### src/design/fcs_pkg.sv
// ----------------------------------------------------------------------------
// Flash command sequencer package
// Shared widths, command codes, mode and bus-cycle types, decode structs.
// ----------------------------------------------------------------------------
package fcs_pkg;

   // Default sizing of the array and the lock table
   localparam int ADDR_BITS_DEF   = 20;
   localparam int NUM_SECTORS_DEF = 23;

   // Fixed field widths
   localparam int ADDR_W     = 20;
   localparam int BYTE_W     = 8;
   localparam int WORD_W     = 32;
   localparam int MODE_W     = 3;
   localparam int CMD_W      = 11;
   localparam int CSR_IDX_W  = 2;

   // Register indexes of the configuration port
   localparam logic [CSR_IDX_W-1:0] REG_MANUFACTURER = 2'd0;
   localparam logic [CSR_IDX_W-1:0] REG_DEVICE       = 2'd1;

   localparam logic [BYTE_W-1:0] MANUFACTURER_RESET = 8'hBF;
   localparam logic [BYTE_W-1:0] DEVICE_RESET       = 8'h00;

   // Command addresses
   localparam logic [CMD_W-1:0]  CMD_ADDR_A   = 11'h555;
   localparam logic [CMD_W-1:0]  CMD_ADDR_B   = 11'h2AA;
   localparam logic [BYTE_W-1:0] CMD_CFI_LOW  = 8'h55;

   // Command bytes
   localparam logic [BYTE_W-1:0] BYTE_UNLOCK_A = 8'hAA;
   localparam logic [BYTE_W-1:0] BYTE_UNLOCK_B = 8'h55;
   localparam logic [BYTE_W-1:0] BYTE_CFI      = 8'h98;
   localparam logic [BYTE_W-1:0] BYTE_ERASE    = 8'h80;
   localparam logic [BYTE_W-1:0] BYTE_PID      = 8'h90;
   localparam logic [BYTE_W-1:0] BYTE_PROGRAM  = 8'hA0;
   localparam logic [BYTE_W-1:0] BYTE_EXIT     = 8'hF0;
   localparam logic [BYTE_W-1:0] BYTE_CHIP     = 8'h10;
   localparam logic [BYTE_W-1:0] BYTE_SECTOR   = 8'h30;
   localparam logic [BYTE_W-1:0] BYTE_LOCK     = 8'h60;

   localparam logic [BYTE_W-1:0] BYTE_ERASED   = 8'hFF;

   typedef enum logic [MODE_W-1:0] {
      MODE_READ  = 3'd0,
      MODE_CFI   = 3'd1,
      MODE_PID   = 3'd2,
      MODE_PROG  = 3'd3,
      MODE_ERASE = 3'd4
   } mode_type;

   typedef enum logic [2:0] {
      CYC_IDLE  = 3'd0,
      CYC_TWO   = 3'd1,
      CYC_THREE = 3'd2,
      CYC_FOUR  = 3'd3,
      CYC_FIVE  = 3'd4,
      CYC_SIX   = 3'd5
   } cycle_type;

   // Work that the datapath does for one item
   typedef enum logic [2:0] {
      OP_NONE,
      OP_READ_ARRAY,
      OP_READ_ID,
      OP_PROGRAM,
      OP_ERASE_CHIP,
      OP_ERASE_SECTOR,
      OP_LOCK
   } op_type;

   typedef struct packed {
      mode_type  mode;
      cycle_type cycle;
      mode_type  fb_mode;
      cycle_type fb_cycle;
   } cmd_state_type;

   typedef struct packed {
      op_type        op;
      cmd_state_type nxt;
   } dec_type;

   localparam cmd_state_type CST_RESET = '{
      mode: MODE_READ, cycle: CYC_IDLE, fb_mode: MODE_READ, fb_cycle: CYC_IDLE
   };

endpackage

### src/design/fcs_cmd_decode.sv
// ----------------------------------------------------------------------------
// Command cycle decoder
// Walks the unlock sequences and picks the datapath operation for an item.
// ----------------------------------------------------------------------------
module fcs_cmd_decode (
   input  logic                         action,
   input  logic [fcs_pkg::CMD_W-1:0]    cmd,
   input  logic [fcs_pkg::BYTE_W-1:0]   wbyte,
   input  fcs_pkg::cmd_state_type       cur,
   output fcs_pkg::dec_type             dec
);
   import fcs_pkg::*;

   logic at_a;
   logic at_b;

   assign at_a = (cmd == CMD_ADDR_A);
   assign at_b = (cmd == CMD_ADDR_B);

   always_comb begin
      dec.op  = OP_NONE;
      dec.nxt = cur;
      if (!action) begin
         if (cur.mode == MODE_READ) begin
            dec.op = OP_READ_ARRAY;
         end else if (cur.mode == MODE_PID) begin
            dec.op = OP_READ_ID;
         end
      end else begin
         case (cur.mode)
            MODE_READ: begin
               case (cur.cycle)
                  CYC_IDLE: begin
                     if (cmd[7:0] == CMD_CFI_LOW && wbyte == BYTE_CFI) begin
                        dec.nxt = '{mode: MODE_CFI, cycle: CYC_IDLE,
                                    fb_mode: MODE_CFI, fb_cycle: CYC_IDLE};
                     end else if (at_a && wbyte == BYTE_UNLOCK_A) begin
                        dec.nxt.cycle = CYC_TWO;
                     end else begin
                        dec.nxt.mode  = cur.fb_mode;
                        dec.nxt.cycle = cur.fb_cycle;
                     end
                  end
                  CYC_TWO: begin
                     if (at_b && wbyte == BYTE_UNLOCK_B) begin
                        dec.nxt.cycle = CYC_THREE;
                     end else begin
                        dec.nxt.mode  = cur.fb_mode;
                        dec.nxt.cycle = cur.fb_cycle;
                     end
                  end
                  CYC_THREE: begin
                     if (at_a && wbyte == BYTE_ERASE) begin
                        dec.nxt.mode  = MODE_ERASE;
                        dec.nxt.cycle = CYC_FOUR;
                     end else if (at_a && wbyte == BYTE_PID) begin
                        dec.nxt = '{mode: MODE_PID, cycle: CYC_IDLE,
                                    fb_mode: MODE_PID, fb_cycle: CYC_IDLE};
                     end else if (at_a && wbyte == BYTE_PROGRAM) begin
                        dec.nxt.mode  = MODE_PROG;
                        dec.nxt.cycle = CYC_FOUR;
                     end else begin
                        dec.nxt.mode  = cur.fb_mode;
                        dec.nxt.cycle = cur.fb_cycle;
                     end
                  end
                  default: ;
               endcase
            end
            MODE_CFI, MODE_PID: begin
               if (wbyte == BYTE_EXIT) begin
                  dec.nxt = CST_RESET;
               end
            end
            MODE_PROG: begin
               dec.op  = OP_PROGRAM;
               dec.nxt = CST_RESET;
            end
            MODE_ERASE: begin
               case (cur.cycle)
                  CYC_FOUR: begin
                     if (at_a && wbyte == BYTE_UNLOCK_A) begin
                        dec.nxt.cycle = CYC_FIVE;
                     end else begin
                        dec.nxt.mode  = cur.fb_mode;
                        dec.nxt.cycle = cur.fb_cycle;
                     end
                  end
                  CYC_FIVE: begin
                     if (at_b && wbyte == BYTE_UNLOCK_B) begin
                        dec.nxt.cycle = CYC_SIX;
                     end else begin
                        dec.nxt.mode  = cur.fb_mode;
                        dec.nxt.cycle = cur.fb_cycle;
                     end
                  end
                  CYC_SIX: begin
                     // unknown byte: stay at this cycle
                     if (wbyte == BYTE_CHIP) begin
                        dec.op  = at_a ? OP_ERASE_CHIP : OP_NONE;
                        dec.nxt = CST_RESET;
                     end else if (wbyte == BYTE_SECTOR) begin
                        dec.op  = OP_ERASE_SECTOR;
                        dec.nxt = CST_RESET;
                     end else if (wbyte == BYTE_LOCK) begin
                        dec.op  = OP_LOCK;
                        dec.nxt = CST_RESET;
                     end
                  end
                  default: ;
               endcase
            end
            default: ;
         endcase
      end
   end

endmodule

### config.mk
export PLATFORM = sky130hd
export DESIGN_NAME = fcs_cmd_decode
export DESIGN_NICKNAME = d
export VERILOG_FILES = /design/src/design/fcs_pkg.sv /design/src/design/fcs_cmd_decode.sv
export SDC_FILE = /design/constraint.sdc
export NUM_CORES = 1
export LEC_CHECK = 0
export BUFFER_PORTS_ARGS = -buffer_cell sky130_fd_sc_hd__buf_2
export CAP_MARGIN = 40
export CELL_PAD_IN_SITES_DETAIL_PLACEMENT = 0
export CELL_PAD_IN_SITES_GLOBAL_PLACEMENT = 1
export CORE_ASPECT_RATIO = 1.5
export CORE_MARGIN = 2
export CORE_UTILIZATION = 34
export DETAILED_ROUTE_END_ITERATION = 8
export PLACE_DENSITY_LB_ADDON = 0.1
export SYNTH_ARGS = -nofsm -noshare
export SYNTH_HDL_FRONTEND = slang
export SYNTH_SLANG_ARGS = --single-unit
### constraint.sdc
create_clock -name vclk -period 3
set_clock_uncertainty 0.2 [all_clocks]
set_input_delay 0.6 -clock vclk [all_inputs]
set_output_delay 0.6 -clock vclk [all_outputs]
set_load 0.01 [all_outputs]
==> metrics.md <==
| Metric | Value |
|---|---|
| Worst hold stages | 3 |
| Register area | 0 um^2 |
| Sum Neg Setup Slack | -0.1354 ns |
| Status | finished, violations left |
| Fin. Hold Viols | 0 |
| PortBufs | 47 |
| P&R area growth vs syn | 60.98% |
| Crit path launch type | input pin |
| Clock Buffer Count | 0 |
| Leading area contributor after synthesis | a21oi_1 |
| Multiplexer share of the synthesized area | 0 |
| Net Count, Synth | about 210 |
| Die ar. | between 3000 and 4000 um^2 |
| P_sw | between 0.0001 and 0.00015 W |
| Tightest Pin Transition | 0.4102 ns |
| Critical Path, Cell by Cell | buf_2 -> nor4_2 -> nand4_1 -> o21ai_2 -> a31oi_1 -> a2111oi_2 -> o21ai_1 -> buf_2 |
| Worst-path fanout max | 4 |
| Placement Rows | 25 |
| Wire length per cell | ~16 um |
| Worst vdd ir | 0.06577 mV |
| Final period util | 1.029 |
| Int Power | slightly above 0.00009 W |
| Largest stage delay, worst path | 0.38 ns |
| Initial Utilization | 0.3572 |
| Largest net degree at the start of global routing | 16 |
| Fin crit period | 3.086 ns |
| Switching Share | 0.5407 |
| GPL Wtd Cong | ~0.94 |
| Mapped cell area | approximately 1100 um^2 |
| RSZ-0062 raised after global routing | true |
| Syn Area/Cell | ~6.4 um^2 |
| DR pass1 iterations | 4 |
| Post-synthesis xor/xnor area fraction | 0.01552 |
| Synth Area in Adders | 0 |
| # diodes | 0 |
| Simple-gate share of the synthesized area | 0.5033 |
| Critical Path Most Common Cell | buf_2 |
| Comb power frac | 1.000 |
| IO Pins | 47 |
| Failing checks | negative setup slack |
| Tot GR Track Use | 0.2550 |
| Final WL | approximately 4800 um |
| First-pass GRT wire length | ~7600 um |
| Element type at the critical path end | output port |
| Vias | around 1800 |
| Fillers | around 330 |
| Max Clk Rate | 324.0 MHz |
| Setup WS post-layout | -0.08633 ns |
| Global route total overflow | 0 |
| Top delay family on crit path | compound AO/OA/AOI/OAI gates |
| Hold endpoint | dec[0] |
| Slew HR | 0.7259 |
| Number of routed nets with antenna violations | 0 |
| Seq cells | 0 |
| Top cells by area, synth | a21oi_1 7.1%, o21ai_0 7.1%, nand2_1 5.7% |
| HPWL Detailed | between 3000 and 4000 um |
| Largest family of logic cells by synthesized area | simple AND/OR/NAND/NOR gates |
| Synth warn | 0 |
| Hold crit path type | in -> out |
| WP buf/inv | 2 |
| Static leakage | roughly 0.74 nW |
| Seq/Total Area, Yosys | 0 |
| Nets@finish | 293 |
| Hold path startpoint | cur[0] |
| Total power | 0.0001990 W |
| DRT iter0 DRCs | 56 |
| Die height | ~75 um |
| Hold buffers post-CTS | 0 |
| Synth top area share | 0.07095 |
| Compound-Gate Fraction of Synth Area | 0.4013 |
| Via density | 5.856 |
| Share of cells above drive strength 1 | 0.4749 |
| Setup Crit Path Kind | in -> out |
| Max-cap violation count | 0 |
| Slowest cell on crit path | a2111oi_2 |
| Highest-count cells in the layout ignoring fill and taps | 45 x buf_2, 41 x buf_4, 16 x o21ai_0, 16 x nand2_1, 14 x nor2_1 |
| Commonest non-fill, non-tap cell in the layout | buf_2 |
| Die width | between 50 and 60 um |
| Core Area | about 3200 um^2 |
| Register share of total power | 0 |
| Vias in the first global route | 1732 |
| Clk pwr share | 0 |
| Final Slew Violations | 0 |
| Cell Pwr Density | around 110 nW/um^2 |
| Final core utilization | 0.5751 |
| Initial antenna violation count | 0 |
| Cells after Synth | 177 |
| Drt drc | 0 |
| Place WS | -0.1407 ns |
| Critical Path AT | 2.29 ns |
| Final setup vio count | 3 |
| Unique cell type count in the Yosys netlist | 50 |
| Worst Path Required | approximately 2.2 ns |
final cells by class:
class                           count  area [um^2]  share of cell area
Inverter                            7        26.28             0.01446
Timing Repair Buffer               89        574.3              0.3161
Multi-Input combinational cell    163         1166              0.6419
Tap cell                           40        50.05             0.02755
stage by stage:
step | hold WS [ns] | std cells | instance area, um^2
global placement | 1.316 | 297 | 1650
global route | 1.345 | 299 | 1817
finish | 1.319 | 299 | 1817
floorplan | 1.108 | 177 | 1129
detailed placement | 1.323 | 297 | 1650
CTS | 1.323 | 299 | 1725
worst max-delay path by stage:
stage,slack [ns],end,start,depth (start not counted)
3_5_place_dp,-0.14,dec[6],wbyte[1],8
6_report,-0.09,dec[6],wbyte[1],8
4_1_cts,-0.08,dec[11],wbyte[2],8
3_3_place_gp,-0.16,dec[11],wbyte[1],8
5_1_grt,-0.24,dec[6],wbyte[1],8
2_1_floorplan,0.19,dec[12],cur[10],6
Yosys cell counts, drive strengths merged, types with 3 or more instances:
master	instances
o21ai	21
nand2	17
a21oi	16
nor2	16
nand3	9
nand2b	8
inv	7
buf	6
nor3	6
nor4	6
and2	5
nand4	5
a31oi	4
nor4bb	4
o21a	4
and4bb	3
nand3b	3
nor3b	3
o22ai	3
routing by layer:
layer / vias to the layer above / GRT usage / wire length, um
met4: 0 / 0.1081 / 180
met1: 817 / 0.2778 / 1773
li1: 854 / - / -
met5: - / 0 / 0
met2: 63 / 0.5022 / 2630
met3: 17 / 0.008032 / 178
cells by family after synthesis:
kind of cell,count (synthesis)
xor+xnor,2
compound gates,67
buf+inv,14
simple gates,94
power groups by stage:
stage	Combinational, W	Sequential, W	Clock [W]
4_1_cts	0.000189	0	0
5_1_grt	0.000217	0	0
2_1_floorplan	0.0000946	0	0
6_report	0.000199	0	0
3_3_place_gp	0.000177	0	0
3_5_place_dp	0.000180	0	0
timing repair:
action                                  in CTS  in global routing
pin swaps                                   10                 10
setup buffers                                2                  0
endpoints found under the setup margin      10                 14
gates resized for setup                     14                 19
cloned                                       0                  0
Note: power is estimated with default switching activity, not from simulation.
