==> config.mk <==
export PLATFORM = sky130hd
export DESIGN_NAME = fcs_addr_unit
export DESIGN_NICKNAME = d
export VERILOG_FILES = /design/src/design/fcs_pkg.sv /design/src/design/fcs_addr_unit.sv
export SDC_FILE = /design/constraint.sdc
export NUM_CORES = 1
export LEC_CHECK = 0
export BUFFER_PORTS_ARGS = -buffer_cell sky130_fd_sc_hd__clkbuf_2
export CELL_PAD_IN_SITES_DETAIL_PLACEMENT = 1
export CELL_PAD_IN_SITES_GLOBAL_PLACEMENT = 1
export CORE_AREA = 2 2 68 70
export CTS_BUF_LIST = sky130_fd_sc_hd__clkbuf_2
export CTS_CLUSTER_DIAMETER = 120
export DETAILED_ROUTE_END_ITERATION = 7
export DIE_AREA = 0 0 70 72
export PLACE_DENSITY = 0.89
export SETUP_SLACK_MARGIN = 0.15
export SYNTH_ARGS = -nofsm -noshare
export SYNTH_HDL_FRONTEND = slang
export SYNTH_SLANG_ARGS = --single-unit
==> constraint.sdc <==
create_clock -name clock -period 3.36 [get_ports clock]
set_input_delay 0 -clock clock [delete_from_list [all_inputs] [get_ports clock]]
set_output_delay 0 -clock clock [all_outputs]
set_load 0.01 [all_outputs]
==> src/design/fcs_pkg.sv <==
// ----------------------------------------------------------------------------
// Flash command sequencer package
// Shared widths, command codes, mode and bus-cycle types, decode structs.
// ----------------------------------------------------------------------------
package fcs_pkg;

   // Default sizing of the array and the lock table
   localparam int ADDR_BITS_DEF   = 20;
   localparam int NUM_SECTORS_DEF = 23;

   // Fixed field widths
   localparam int ADDR_W     = 20;
   localparam int BYTE_W     = 8;
   localparam int WORD_W     = 32;
   localparam int MODE_W     = 3;
   localparam int CMD_W      = 11;
   localparam int CSR_IDX_W  = 2;

   // Register indexes of the configuration port
   localparam logic [CSR_IDX_W-1:0] REG_MANUFACTURER = 2'd0;
   localparam logic [CSR_IDX_W-1:0] REG_DEVICE       = 2'd1;

   localparam logic [BYTE_W-1:0] MANUFACTURER_RESET = 8'hBF;
   localparam logic [BYTE_W-1:0] DEVICE_RESET       = 8'h00;

   // Command addresses
   localparam logic [CMD_W-1:0]  CMD_ADDR_A   = 11'h555;
   localparam logic [CMD_W-1:0]  CMD_ADDR_B   = 11'h2AA;
   localparam logic [BYTE_W-1:0] CMD_CFI_LOW  = 8'h55;

   // Command bytes
   localparam logic [BYTE_W-1:0] BYTE_UNLOCK_A = 8'hAA;
   localparam logic [BYTE_W-1:0] BYTE_UNLOCK_B = 8'h55;
   localparam logic [BYTE_W-1:0] BYTE_CFI      = 8'h98;
   localparam logic [BYTE_W-1:0] BYTE_ERASE    = 8'h80;
   localparam logic [BYTE_W-1:0] BYTE_PID      = 8'h90;
   localparam logic [BYTE_W-1:0] BYTE_PROGRAM  = 8'hA0;
   localparam logic [BYTE_W-1:0] BYTE_EXIT     = 8'hF0;
   localparam logic [BYTE_W-1:0] BYTE_CHIP     = 8'h10;
   localparam logic [BYTE_W-1:0] BYTE_SECTOR   = 8'h30;
   localparam logic [BYTE_W-1:0] BYTE_LOCK     = 8'h60;

   localparam logic [BYTE_W-1:0] BYTE_ERASED   = 8'hFF;

   typedef enum logic [MODE_W-1:0] {
      MODE_READ  = 3'd0,
      MODE_CFI   = 3'd1,
      MODE_PID   = 3'd2,
      MODE_PROG  = 3'd3,
      MODE_ERASE = 3'd4
   } mode_type;

   typedef enum logic [2:0] {
      CYC_IDLE  = 3'd0,
      CYC_TWO   = 3'd1,
      CYC_THREE = 3'd2,
      CYC_FOUR  = 3'd3,
      CYC_FIVE  = 3'd4,
      CYC_SIX   = 3'd5
   } cycle_type;

   // Work that the datapath does for one item
   typedef enum logic [2:0] {
      OP_NONE,
      OP_READ_ARRAY,
      OP_READ_ID,
      OP_PROGRAM,
      OP_ERASE_CHIP,
      OP_ERASE_SECTOR,
      OP_LOCK
   } op_type;

   typedef struct packed {
      mode_type  mode;
      cycle_type cycle;
      mode_type  fb_mode;
      cycle_type fb_cycle;
   } cmd_state_type;

   typedef struct packed {
      op_type        op;
      cmd_state_type nxt;
   } dec_type;

   localparam cmd_state_type CST_RESET = '{
      mode: MODE_READ, cycle: CYC_IDLE, fb_mode: MODE_READ, fb_cycle: CYC_IDLE
   };

endpackage

==> src/design/fcs_addr_unit.sv <==
// ----------------------------------------------------------------------------
// Shared address unit
// One pointer with incrementer, used for byte reads, program and erase
// sweeps; derives the sector base, sector end and lock index of the pointer.
// ----------------------------------------------------------------------------
module fcs_addr_unit #(
   parameter int ADDR_BITS   = fcs_pkg::ADDR_BITS_DEF,
   parameter int NUM_SECTORS = fcs_pkg::NUM_SECTORS_DEF
) (
   input  logic                            clock,
   input  logic                            reset,
   input  logic                            load,
   input  logic [ADDR_BITS-1:0]            load_addr,
   input  logic                            advance,
   output logic [ADDR_BITS-1:0]            ptr,
   output logic [ADDR_BITS-1:0]            sector_base,
   output logic                            sector_last,
   output logic                            array_last,
   output logic [$clog2(NUM_SECTORS)-1:0]  lock_idx,
   output logic                            lock_in_range
);
   import fcs_pkg::*;

   localparam int LOCK_SPAN = 7 + (1 << (ADDR_BITS - 16));
   localparam int LW        = $clog2(LOCK_SPAN);
   localparam int SW        = $clog2(NUM_SECTORS);
   localparam int IW        = (LW > SW) ? LW : SW;

   logic [ADDR_BITS-1:0] ptr_ff;
   logic                 boot;
   logic [IW-1:0]        idx_wide;

   always_ff @(posedge clock) begin
      if (reset) begin
         ptr_ff <= '0;
      end else if (load) begin
         ptr_ff <= load_addr;
      end else if (advance) begin
         ptr_ff <= ptr_ff + 1'b1;
      end
   end

   // first 64 KB: eight 8 KB sectors, above it 64 KB sectors
   assign boot        = (ptr_ff[ADDR_BITS-1:16] == '0);
   assign sector_base = boot ? {ptr_ff[ADDR_BITS-1:13], 13'h0}
                             : {ptr_ff[ADDR_BITS-1:16], 16'h0};
   assign sector_last = boot ? (&ptr_ff[12:0]) : (&ptr_ff[15:0]);
   assign array_last  = &ptr_ff;

   assign idx_wide      = boot ? IW'(ptr_ff[15:13])
                               : IW'(7) + IW'(ptr_ff[ADDR_BITS-1:16]);
   assign lock_in_range = (32'(idx_wide) < 32'(NUM_SECTORS));
   assign lock_idx      = idx_wide[SW-1:0];
   assign ptr           = ptr_ff;

endmodule

==> metrics.txt, run 1 <==
total number of vias=1598; r2r endpoint=ptr[17]; initial antenna violation count=0; Final period util=62.2%; setup_tns=0 ns; final WL=4.38 mm; minimum clock period=2.09 ns; EDFF count, synth=0; die footprint=0.00504 mm²; cell count of the worst reg-to-reg path=4; leading area contributor after synthesis=dfxtp_1; sequential area share after synthesis=27.9%; status=finished clean; RePlAce Congestion=0.810; Lkg Pwr=0.843 nW; area grow syn2layout=34.3%; XOR/XNOR share of the synthesized area=under 10%; Worst Path Max Fanout=8; Antenna diodes=0; CTS sink count=20; Critical Path Source Type=flip-flop; final hold violations=0; Crit. Startpoint=ptr[2]; Worst-path clk slew=0.21 ns; Initial Util=about a third; final slew viol count=0; most common cell in the netlist=nor2_1; Adder-Cell Fraction of Synth Area=2.61%; DP Wirelength=3.14 mm; width of the die=70 µm; CP required=3.63 ns; Cell Rows=24; Slew HR=41.9%; Vert. Die Dim=72 µm; CTS root buffer=clkbuf_2; gr usage total=17.4%; Critical R2R Launch=ptr[2]; min-delay worst type=input port to flip-flop; max-cap violation count=0; vias per cell=5.21; drt first pass iters=4; maximum buffer depth of the clock tree=2; critical path class=flip-flop to flip-flop; CP endpoint=ptr[17]; post-synth top area share=27.9%; vias in the first global route=1519; htree depth=1; WP data arrival=about 2.4 ns; top cells by count, synth=22 x nor2_1, 20 x dfxtp_1, 18 x nand2_1; Crit. End Element=flip-flop; I/O pin total=72; Pwr Total=628 µW; largest family of logic cells by synthesized area=simple AND/OR/NAND/NOR gates; clock latency on the worst-skew pair=roughly 0.34 ns; Setup violations, final=0; PD cells=325 mW/mm²; Synth Area in Compound Gates=between 10% and 20%; synthesized area per cell=7.72 µm²; most area-consuming cells after synthesis=dfxtp_1 28%, buf_4 8.9%, nor2_1 5.7%; worst vdd ir=between 200 and 250 µV; reg2reg setup slack=1.27 ns; Post-synth top flop=dfxtp_1; hold_sp=load; routed length per placed instance=14.3 µm; synthesized flop and latch total=20; mux contribution to synthesized area=under 10%; largest net degree at the start of global routing=30; Initial DRC Count=66; Yosys cell types=45; ys async rst share=0%; grt total ovfl=0; share of layout cells above drive strength 1=between 20% and 30%; Max Clk Rate=478 MHz; # resized after CTS=0; Slew @ Worst Pin=around 0.87 ns; TritonCTS clock tree=done; PortBufs=58; Nets=283; first-pass GRT wire length=roughly 7.0 mm; Post-Route Skew=0.00142 ns; core footprint=0.00426 mm²; CTS Buf Count=3; DR DRC count=0; max reg flops=20; antenna viol nets, final=0; Post-Synthesis Cells=186; RSZ-0062 raised after global routing=no; Ys Warns=0; Simple-Gate Fraction of Synth Area=approximately 28%; cell area after synthesis=~0.0014 mm²
==> cell usage in the layout (no fill, tap or decap), drive strengths merged <==
master	instances
o22ai	1
nor3b	1
dlygate4sd3	21
xor2	5
a211oi	6
xnor2	5
conb	13
o21ai	4
o41ai	1
ha	3
nand4	7
inv	9
a41oi	1
o21bai	1
a41o	1
and3	1
a21boi	1
nand2	18
dfxtp	20
clkbuf	61
o31ai	2
nand3	3
nand3b	1
a21oi	10
o211ai	1
bufinv	1
nor4bb	1
o31a	3
and2	3
mux2i	3
nor3	3
or4	4
and4	3
or4b	1
a311oi	6
a2111oi	1
nor4	2
or3	5
nor2	22
==> how the worst min path moves through the flow <==
stage	depth (start not counted)	slack [ns]	end
2_1_floorplan	2	0.14	ptr[1]
5_1_grt	3	0.03	ptr[3]
3_3_place_gp	3	0.24	ptr[4]
6_report	3	0.03	ptr[0]
4_1_cts	3	0.00004	ptr[3]
3_5_place_dp	3	0.24	ptr[4]
==> final cells by class <==
class | instances | area (µm²)
clock buffer | 3 | 15.0
clock inverter | 1 | 30.0
fill | 551 | 2330
inverter | 9 | 33.8
multi-input combinational | 143 | 885
sequential | 20 | 400
tap | 52 | 65.1
timing repair buffer | 79 | 500
==> worst max-delay path, cell delays in order (launching register included) <==
cell and delay [ns]:
dfxtp_1 0.47, nand4_1 0.32, nor2_1 0.34, or4b_2 0.62
a311oi_1 0.26
==> power by group <==
part / total [mW] / internal, mW / leakage [nW] / switching [mW]
Sequential: 0.283 / 0.254 / 0.166 / 0.0294
Clock: 0.188 / 0.103 / 0.0266 / 0.0850
Combinational: 0.157 / 0.0742 / 0.651 / 0.0829
Total: 0.628 / 0.431 / 0.843 / 0.197
==> stage by stage <==
stage	instance area [µm²]	worst slack (ns)	hold slack (ns)	cells	utilization (%)
after floorplan	1480	1.39	0.143	198	-
after global placement	1670	1.39	0.237	282	39.3
after detailed placement	1670	1.32	0.240	282	39.3
after CTS	1930	1.24	0.0000426	307	45.2
after global routing	1930	1.14	0.0325	307	45.2
final	1930	1.27	0.0321	307	45.2
==> cell families (layout without fill, tap and decap cells) <==
family,after synthesis,after routing
AND/OR/NAND/NOR,75,75
AO/OA/AOI/OAI,39,39
buffers and inverters,35,92
flip-flops,20,20
XOR/XNOR,10,10
adder cells (fa/ha/maj),3,3
multiplexers,3,3
other,1,13
==> per-layer routing <==
metal	global-route usage [%]	wire [µm]	up-vias
li1	-	-	781
met1	20.3	1880	753
met2	31.6	2180	58
met3	4.03	264	6
met4	5.56	57	0
met5	0	0	-
==> what timing repair did <==
action | in CTS | in global routing
endpoints found under the hold margin | 20 | 0
hold buffers | 21 | 0
setup buffers | 0 | 0
No activity file was read; power rests on OpenSTA's default activity.
==> run 2, diff against run 1 <==
--- a/config.mk
+++ b/config.mk
@@ -8,12 +8,12 @@
 export BUFFER_PORTS_ARGS = -buffer_cell sky130_fd_sc_hd__clkbuf_2
 export CELL_PAD_IN_SITES_DETAIL_PLACEMENT = 1
 export CELL_PAD_IN_SITES_GLOBAL_PLACEMENT = 1
-export CORE_AREA = 2 2 68 70
+export CORE_AREA = 2 2 70 72
 export CTS_BUF_LIST = sky130_fd_sc_hd__clkbuf_2
 export CTS_CLUSTER_DIAMETER = 120
 export DETAILED_ROUTE_END_ITERATION = 7
-export DIE_AREA = 0 0 70 72
-export PLACE_DENSITY = 0.89
+export DIE_AREA = 0 0 72 74
+export PLACE_DENSITY = 0.85
 export SETUP_SLACK_MARGIN = 0.15
 export SYNTH_ARGS = -nofsm -noshare
 export SYNTH_HDL_FRONTEND = slang
==> constraint.sdc (replaced) <==
create_clock -name clock -period 2.2 [get_ports clock]
set_input_delay 0 -clock clock [delete_from_list [all_inputs] [get_ports clock]]
set_output_delay 0 -clock clock [all_outputs]
set_load 0.01 [all_outputs]
==> metrics.txt, run 2 (synthesis gave the netlist of run 1 again) <==
max reg flops=20 (unchanged); max-cap violation count=0 (unchanged); Hold EP=ptr[4]; drt first pass iters=4 (unchanged); hold_sp=load; final hold violations=0 (unchanged); critical path class=flip-flop to flip-flop; WL met1=2.00 mm (+5.9%); Final period util=90.8% (+29 points); RePlAce Congestion=0.802 (-0.91%); largest net degree at the start of global routing=21 (-30%); Initial Util=31.2% (-2.4 points); CTS Buf Count=3 (unchanged); most frequent cells in the layout=61 x clkbuf_2, 22 x nor2_1, 20 x dlygate4sd3_1; gr usage total=16.8% (-0.62 points); reg2reg setup slack=0.20 ns (-1.07 ns); die footprint=0.00533 mm² (+5.7%); routed length per placed instance=14.1 µm (-1.5%); highest routed metal layer=met4; wire length on met2=2.18 mm (about the same); vias in the first global route=1447 (-4.7%); Cell Rows=25 (+4.2%); # fillers=604 (+9.6%); Critical R2R Launch=ptr[1]; min-delay worst type=input port to flip-flop; Place WS=0.130 ns (-1.19 ns); Final Util=43.6% (-1.6 points); largest stage delay on the critical path=0.53 ns (-0.09 ns); WP data arrival=2.27 ns (-0.09 ns); met3 WL=250 µm (-5.3%); DR DRC count=0 (unchanged); Crit. End Element=flip-flop; CP required=2.47 ns (-1.16 ns); Setup violations, final=0 (unchanged); Vert. Die Dim=74 µm (+2.8%); PortBufs=58 (unchanged); RSZ-0062 raised after global routing=yes; fin area=0.00201 mm² (+4.0%); maximum buffer depth of the clock tree=2 (unchanged); status=finished clean; Worst Path Max Fanout=6 (-2); total number of vias=1603 (+0.31%); share of layout cells above drive strength 1=33.8% (+6.0 points); Critical Path Source Type=flip-flop; Worst Hold Depth=3 (unchanged); CTS sink count=20 (unchanged); vias per cell=5.01 (-3.8%); first-pass GRT wire length=7.08 mm (+0.50%); Hold Slack=0.0332 ns (+0.00101 ns); Placed Area=0.00174 mm² (+4.2%); Worst-path clk slew=0.20 ns (about the same); core footprint=0.00460 mm² (+7.8%); crit path max-delay cell type=or4_4; CTS root buffer=clkbuf_2; final worst slack=0.202 ns (-1.07 ns); minimum clock period=2.00 ns (-0.0920 ns); width of the die=72 µm (+2.9%); cell count of the worst reg-to-reg path=5 (+1); r2r endpoint=ptr[18]; Crit. Startpoint=ptr[1]; TritonCTS clock tree=done; Max Clk Rate=500 MHz (+4.6%); clock latency on the worst-skew pair=0.34 ns (about the same); Post-Route Skew=0.00478 ns (+0.00336 ns); Initial DRC Count=56 (-15%); final WL=4.50 mm (+2.7%); CP Cell Sequence=ha_1 > nand2_1 > or4_4 > or4_1 > a311oi_1; DP Wirelength=3.39 mm (+7.7%); I/O pin total=72 (unchanged); Lkg Pwr=0.894 nW (+6.0%); setup_tns=0 ns (unchanged); Antenna diodes=0 (unchanged); antenna viol nets, final=0 (unchanged); leading cell type in the layout, fill and taps excluded=clkbuf_2; worst vdd ir=160 µV (-23%); grt total ovfl=0 (unchanged); Nets=294 (+3.9%); initial antenna violation count=0 (unchanged); htree depth=1 (unchanged); final slew viol count=0 (unchanged); PD cells=426 mW/mm² (+31%); area grow syn2layout=39.7%
run 2: worst max-delay path by stage:
stage	slack (ns)	to	cells past startpoint
2_1_floorplan	0.23	ptr[18]	5
3_3_place_gp	0.25	ptr[18]	5
3_5_place_dp	0.13	ptr[18]	5
4_1_cts	0.16	ptr[18]	5
5_1_grt	0.13	ptr[18]	5
6_report	0.20	ptr[18]	5
run 2: area by class of cell:
class | instances | area [µm²] | area share (%)
Multi-Input combinational cell | 143 | 890 | 44.3
Timing Repair Buffer | 90 | 581 | 28.9
Sequential cell | 20 | 417 | 20.8
Tap cell | 54 | 67.6 | 3.37
Inverter | 9 | 33.8 | 1.68
Clock buffer | 3 | 15.0 | 0.748
Clock inverter | 1 | 3.75 | 0.187
run 2: repair_timing:
item,4_1_cts,5_1_grt
resized for setup,6,5
setup buffers,0,3
endpoints found under the setup margin,2,7
hold buffers,20,0
endpoints found under the hold margin,20,0
run 2: per-layer routing:
metal  vias to the layer above  global-route usage (%)
met5                         -                       0
met4                         0                    6.71
met3                         5                    2.44
met2                        49                    29.3
met1                       748                    20.9
li1                        801                       -
run 2: worst max-delay path: cells and delay by family (launching register included):
family	cells	cell delay, ns
flops	1	0.41
fa+ha+maj	1	0.18
compound gates	1	0.26
simple gates	3	1.08
run 2: where the power goes:
part / switching [mW] / internal [mW] / leakage (nW) / total (mW)
registers: 0.0378 / 0.388 / 0.169 / 0.426
clock network: 0.126 / 0.0395 / 0.0140 / 0.166
logic: 0.138 / 0.126 / 0.711 / 0.263
total: 0.302 / 0.553 / 0.894 / 0.855
run 2: per-stage QoR:
step | std cells | total power, mW
after floorplan | 198 | 0.580
after global placement | 293 | 0.653
after detailed placement | 293 | 0.661
after CTS | 317 | 0.853
after global routing | 320 | 0.913
final | 320 | 0.855
==> run 3, diff against run 2 <==
--- a/config.mk
+++ b/config.mk
@@ -10,7 +10,6 @@
 export CELL_PAD_IN_SITES_GLOBAL_PLACEMENT = 1
 export CORE_AREA = 2 2 70 72
 export CTS_BUF_LIST = sky130_fd_sc_hd__clkbuf_2
-export CTS_CLUSTER_DIAMETER = 120
 export DETAILED_ROUTE_END_ITERATION = 7
 export DIE_AREA = 0 0 72 74
 export PLACE_DENSITY = 0.85
==> constraint.sdc (replaced) <==
create_clock -name clock -period 2.2 [get_ports clock]
set_input_delay 0.22 -clock clock [delete_from_list [all_inputs] [get_ports clock]]
set_output_delay 0.22 -clock clock [all_outputs]
set_load 0.01 [all_outputs]
==> metrics.txt, run 3 (synthesis gave the netlist of run 1 again) <==
vias in the first global route=1479 (+2.2%); RePlAce Congestion=0.804 (+0.24%); area grow syn2layout=32.4%; Worst-path clk slew=0.22 ns (+0.02 ns); max reg flops=20 (unchanged); gr usage total=16.8% (about the same); WP data arrival=1.77 ns (-0.50 ns); Nets=277 (-5.8%); Post-Route Skew=0.00992 ns (+0.00514 ns); htree depth=1 (unchanged); # fillers=597 (-1.2%); minimum clock period=1.99 ns (-0.0127 ns); clock network power share=29.6% (+10 points); most frequent cells in the layout=61 x clkbuf_2, 22 x nor2_1, 18 x nand2_1; Critical Path Source Type=flip-flop; Hold EP=ptr[3]; reg2reg setup slack=0.23 ns (+0.03 ns); NetSw=303 µW (+0.36%); leading cell type in the layout, fill and taps excluded=clkbuf_2; final hold violations=0 (unchanged); final WL=4.39 mm (-2.4%); cell count of the worst reg-to-reg path=4 (-1); initial antenna violation count=0 (unchanged); maximum buffer depth of the clock tree=2 (unchanged); critical path class=flip-flop to output pin; worst vdd ir=323 µV (+100%); Vert. Die Dim=74 µm (unchanged); clock latency on the worst-skew pair=0.34 ns (about the same); share of power burned in registers=43.8% (-6.0 points); Slew HR=61.4%; grt total ovfl=0 (unchanged); Slew @ Worst Pin=0.578 ns; Initial DRC Count=34 (-39%); width of the die=72 µm (unchanged); internal power=660 µW (+19%); final worst slack=0.214 ns (+0.0127 ns); logic gate share of total power=26.6% (-4.2 points); CTS sink count=20 (unchanged); Max Clk Rate=504 MHz (+0.64%); routed length per placed instance=14.5 µm (+3.0%); antenna viol nets, final=0 (unchanged); RSZ-0062 raised after global routing=yes; Lkg Pwr=0.847 nW (-5.3%); CP required=1.98 ns (-0.49 ns); drt first pass iters=4 (unchanged); total number of vias=1568 (-2.2%); Hold Slack=0.0784 ns (+0.0452 ns); r2r endpoint=ptr[18]; I/O pin total=72 (unchanged); Final Util=41.4% (-2.3 points); setup_tns=0 ns (unchanged); first-pass GRT wire length=7.11 mm (+0.48%); status=finished clean; Worst Hold Depth=3 (unchanged); min-delay worst type=input port to flip-flop; Setup violations, final=0 (unchanged); final slew viol count=0 (unchanged); Sw Share=31.4% (-3.9 points); Hold Buf Count CTS=0 (-100%); Crit. End Element=output pin; PD cells=506 mW/mm² (+19%); core footprint=0.00460 mm² (unchanged); PortBufs=58 (unchanged); TritonCTS clock tree=done; fin area=0.00190 mm² (-5.2%); Antenna diodes=0 (unchanged); vias per cell=5.17 (+3.3%); largest net degree at the start of global routing=21 (unchanged); DR DRC count=0 (unchanged); Critical R2R Launch=ptr[10]; hold_sp=load_addr[3]; Initial Util=31.2% (unchanged); Cell Rows=25 (unchanged); Final period util=90.3% (-0.58 points); Placed Area=0.00176 mm² (+0.72%); die footprint=0.00533 mm² (unchanged); DP Wirelength=3.41 mm (+0.57%); Place WS=0.173 ns (+0.0438 ns); share of layout cells above drive strength 1=41.4% (+7.5 points); CTS root buffer=clkbuf_2; CTS Buf Count=3 (unchanged); max-cap violation count=0 (unchanged); Worst Path Max Fanout=6 (unchanged)
==> run 3: cell count changes in the layout (fill, tap and decap cells not counted), sizes merged <==
cell         before  now
buf              12   15
dlygate4sd3      20    0
clkinv            1    0
bufinv            0    1
==> run 3: layout make-up <==
cell class / instances / area (µm²) / share of cell area [%]
Clock buffer: 3 / 15.0 / 0.789
Inverter: 9 / 33.8 / 1.78
Clock inverter: 1 / 30.0 / 1.58
Multi-Input combinational cell: 143 / 915 / 48.1
Timing Repair Buffer: 73 / 415 / 21.8
Tap cell: 54 / 67.6 / 3.55
Sequential cell: 20 / 425 / 22.4
==> run 3: worst max-delay path, cell delays in order (launching register included) <==
cell and delay (ns):
dfxtp_2 0.40, nand4_2 0.16, or4_4 0.60, a21oi_2 0.13
clkbuf_2 0.14
==> run 3: layer usage <==
layer	global-route usage (%)	wire (µm)	vias up	share of wire, %
met5	0	0	-	0
met4	4.40	57	0	1.3
met3	2.44	225	4	5.1
met2	31.3	2180	46	50
met1	20.3	1930	749	44
li1	-	-	769	-
==> run 3: worst max path at each step <==
stage | slack, ns | endpoint | startpoint | depth (start not counted)
after floorplan | 0.23 | ptr[18] | ptr[0] | 5
after CTS | 0.16 | sector_last | ptr[17] | 6
after global placement | 0.25 | ptr[18] | ptr[0] | 5
after detailed placement | 0.17 | ptr[18] | ptr[0] | 5
after global routing | 0.11 | sector_last | ptr[18] | 5
final | 0.21 | sector_last | ptr[10] | 4
==> run 3: what timing repair did <==
action	4_1_cts	5_1_grt
resized for setup	10	12
setup buffers	5	1
endpoints found under the setup margin	9	7
hold endpoints to repair	0	0
pin swaps	0	2
==> run 3: power groups by stage <==
stage / sequential, mW / clock [mW] / combinational [mW]
4_1_cts: 0.421 / 0.291 / 0.248
3_3_place_gp: 0.430 / 0 / 0.226
3_5_place_dp: 0.432 / 0 / 0.232
5_1_grt: 0.428 / 0.300 / 0.285
6_report: 0.422 / 0.285 / 0.256
2_1_floorplan: 0.439 / 0 / 0.142
==> run 3: stage by stage <==
stage	std cells	total power, mW
after floorplan	198	0.580
after global placement	293	0.656
after detailed placement	293	0.664
after CTS	302	0.961
after global routing	303	1.01
final	303	0.963
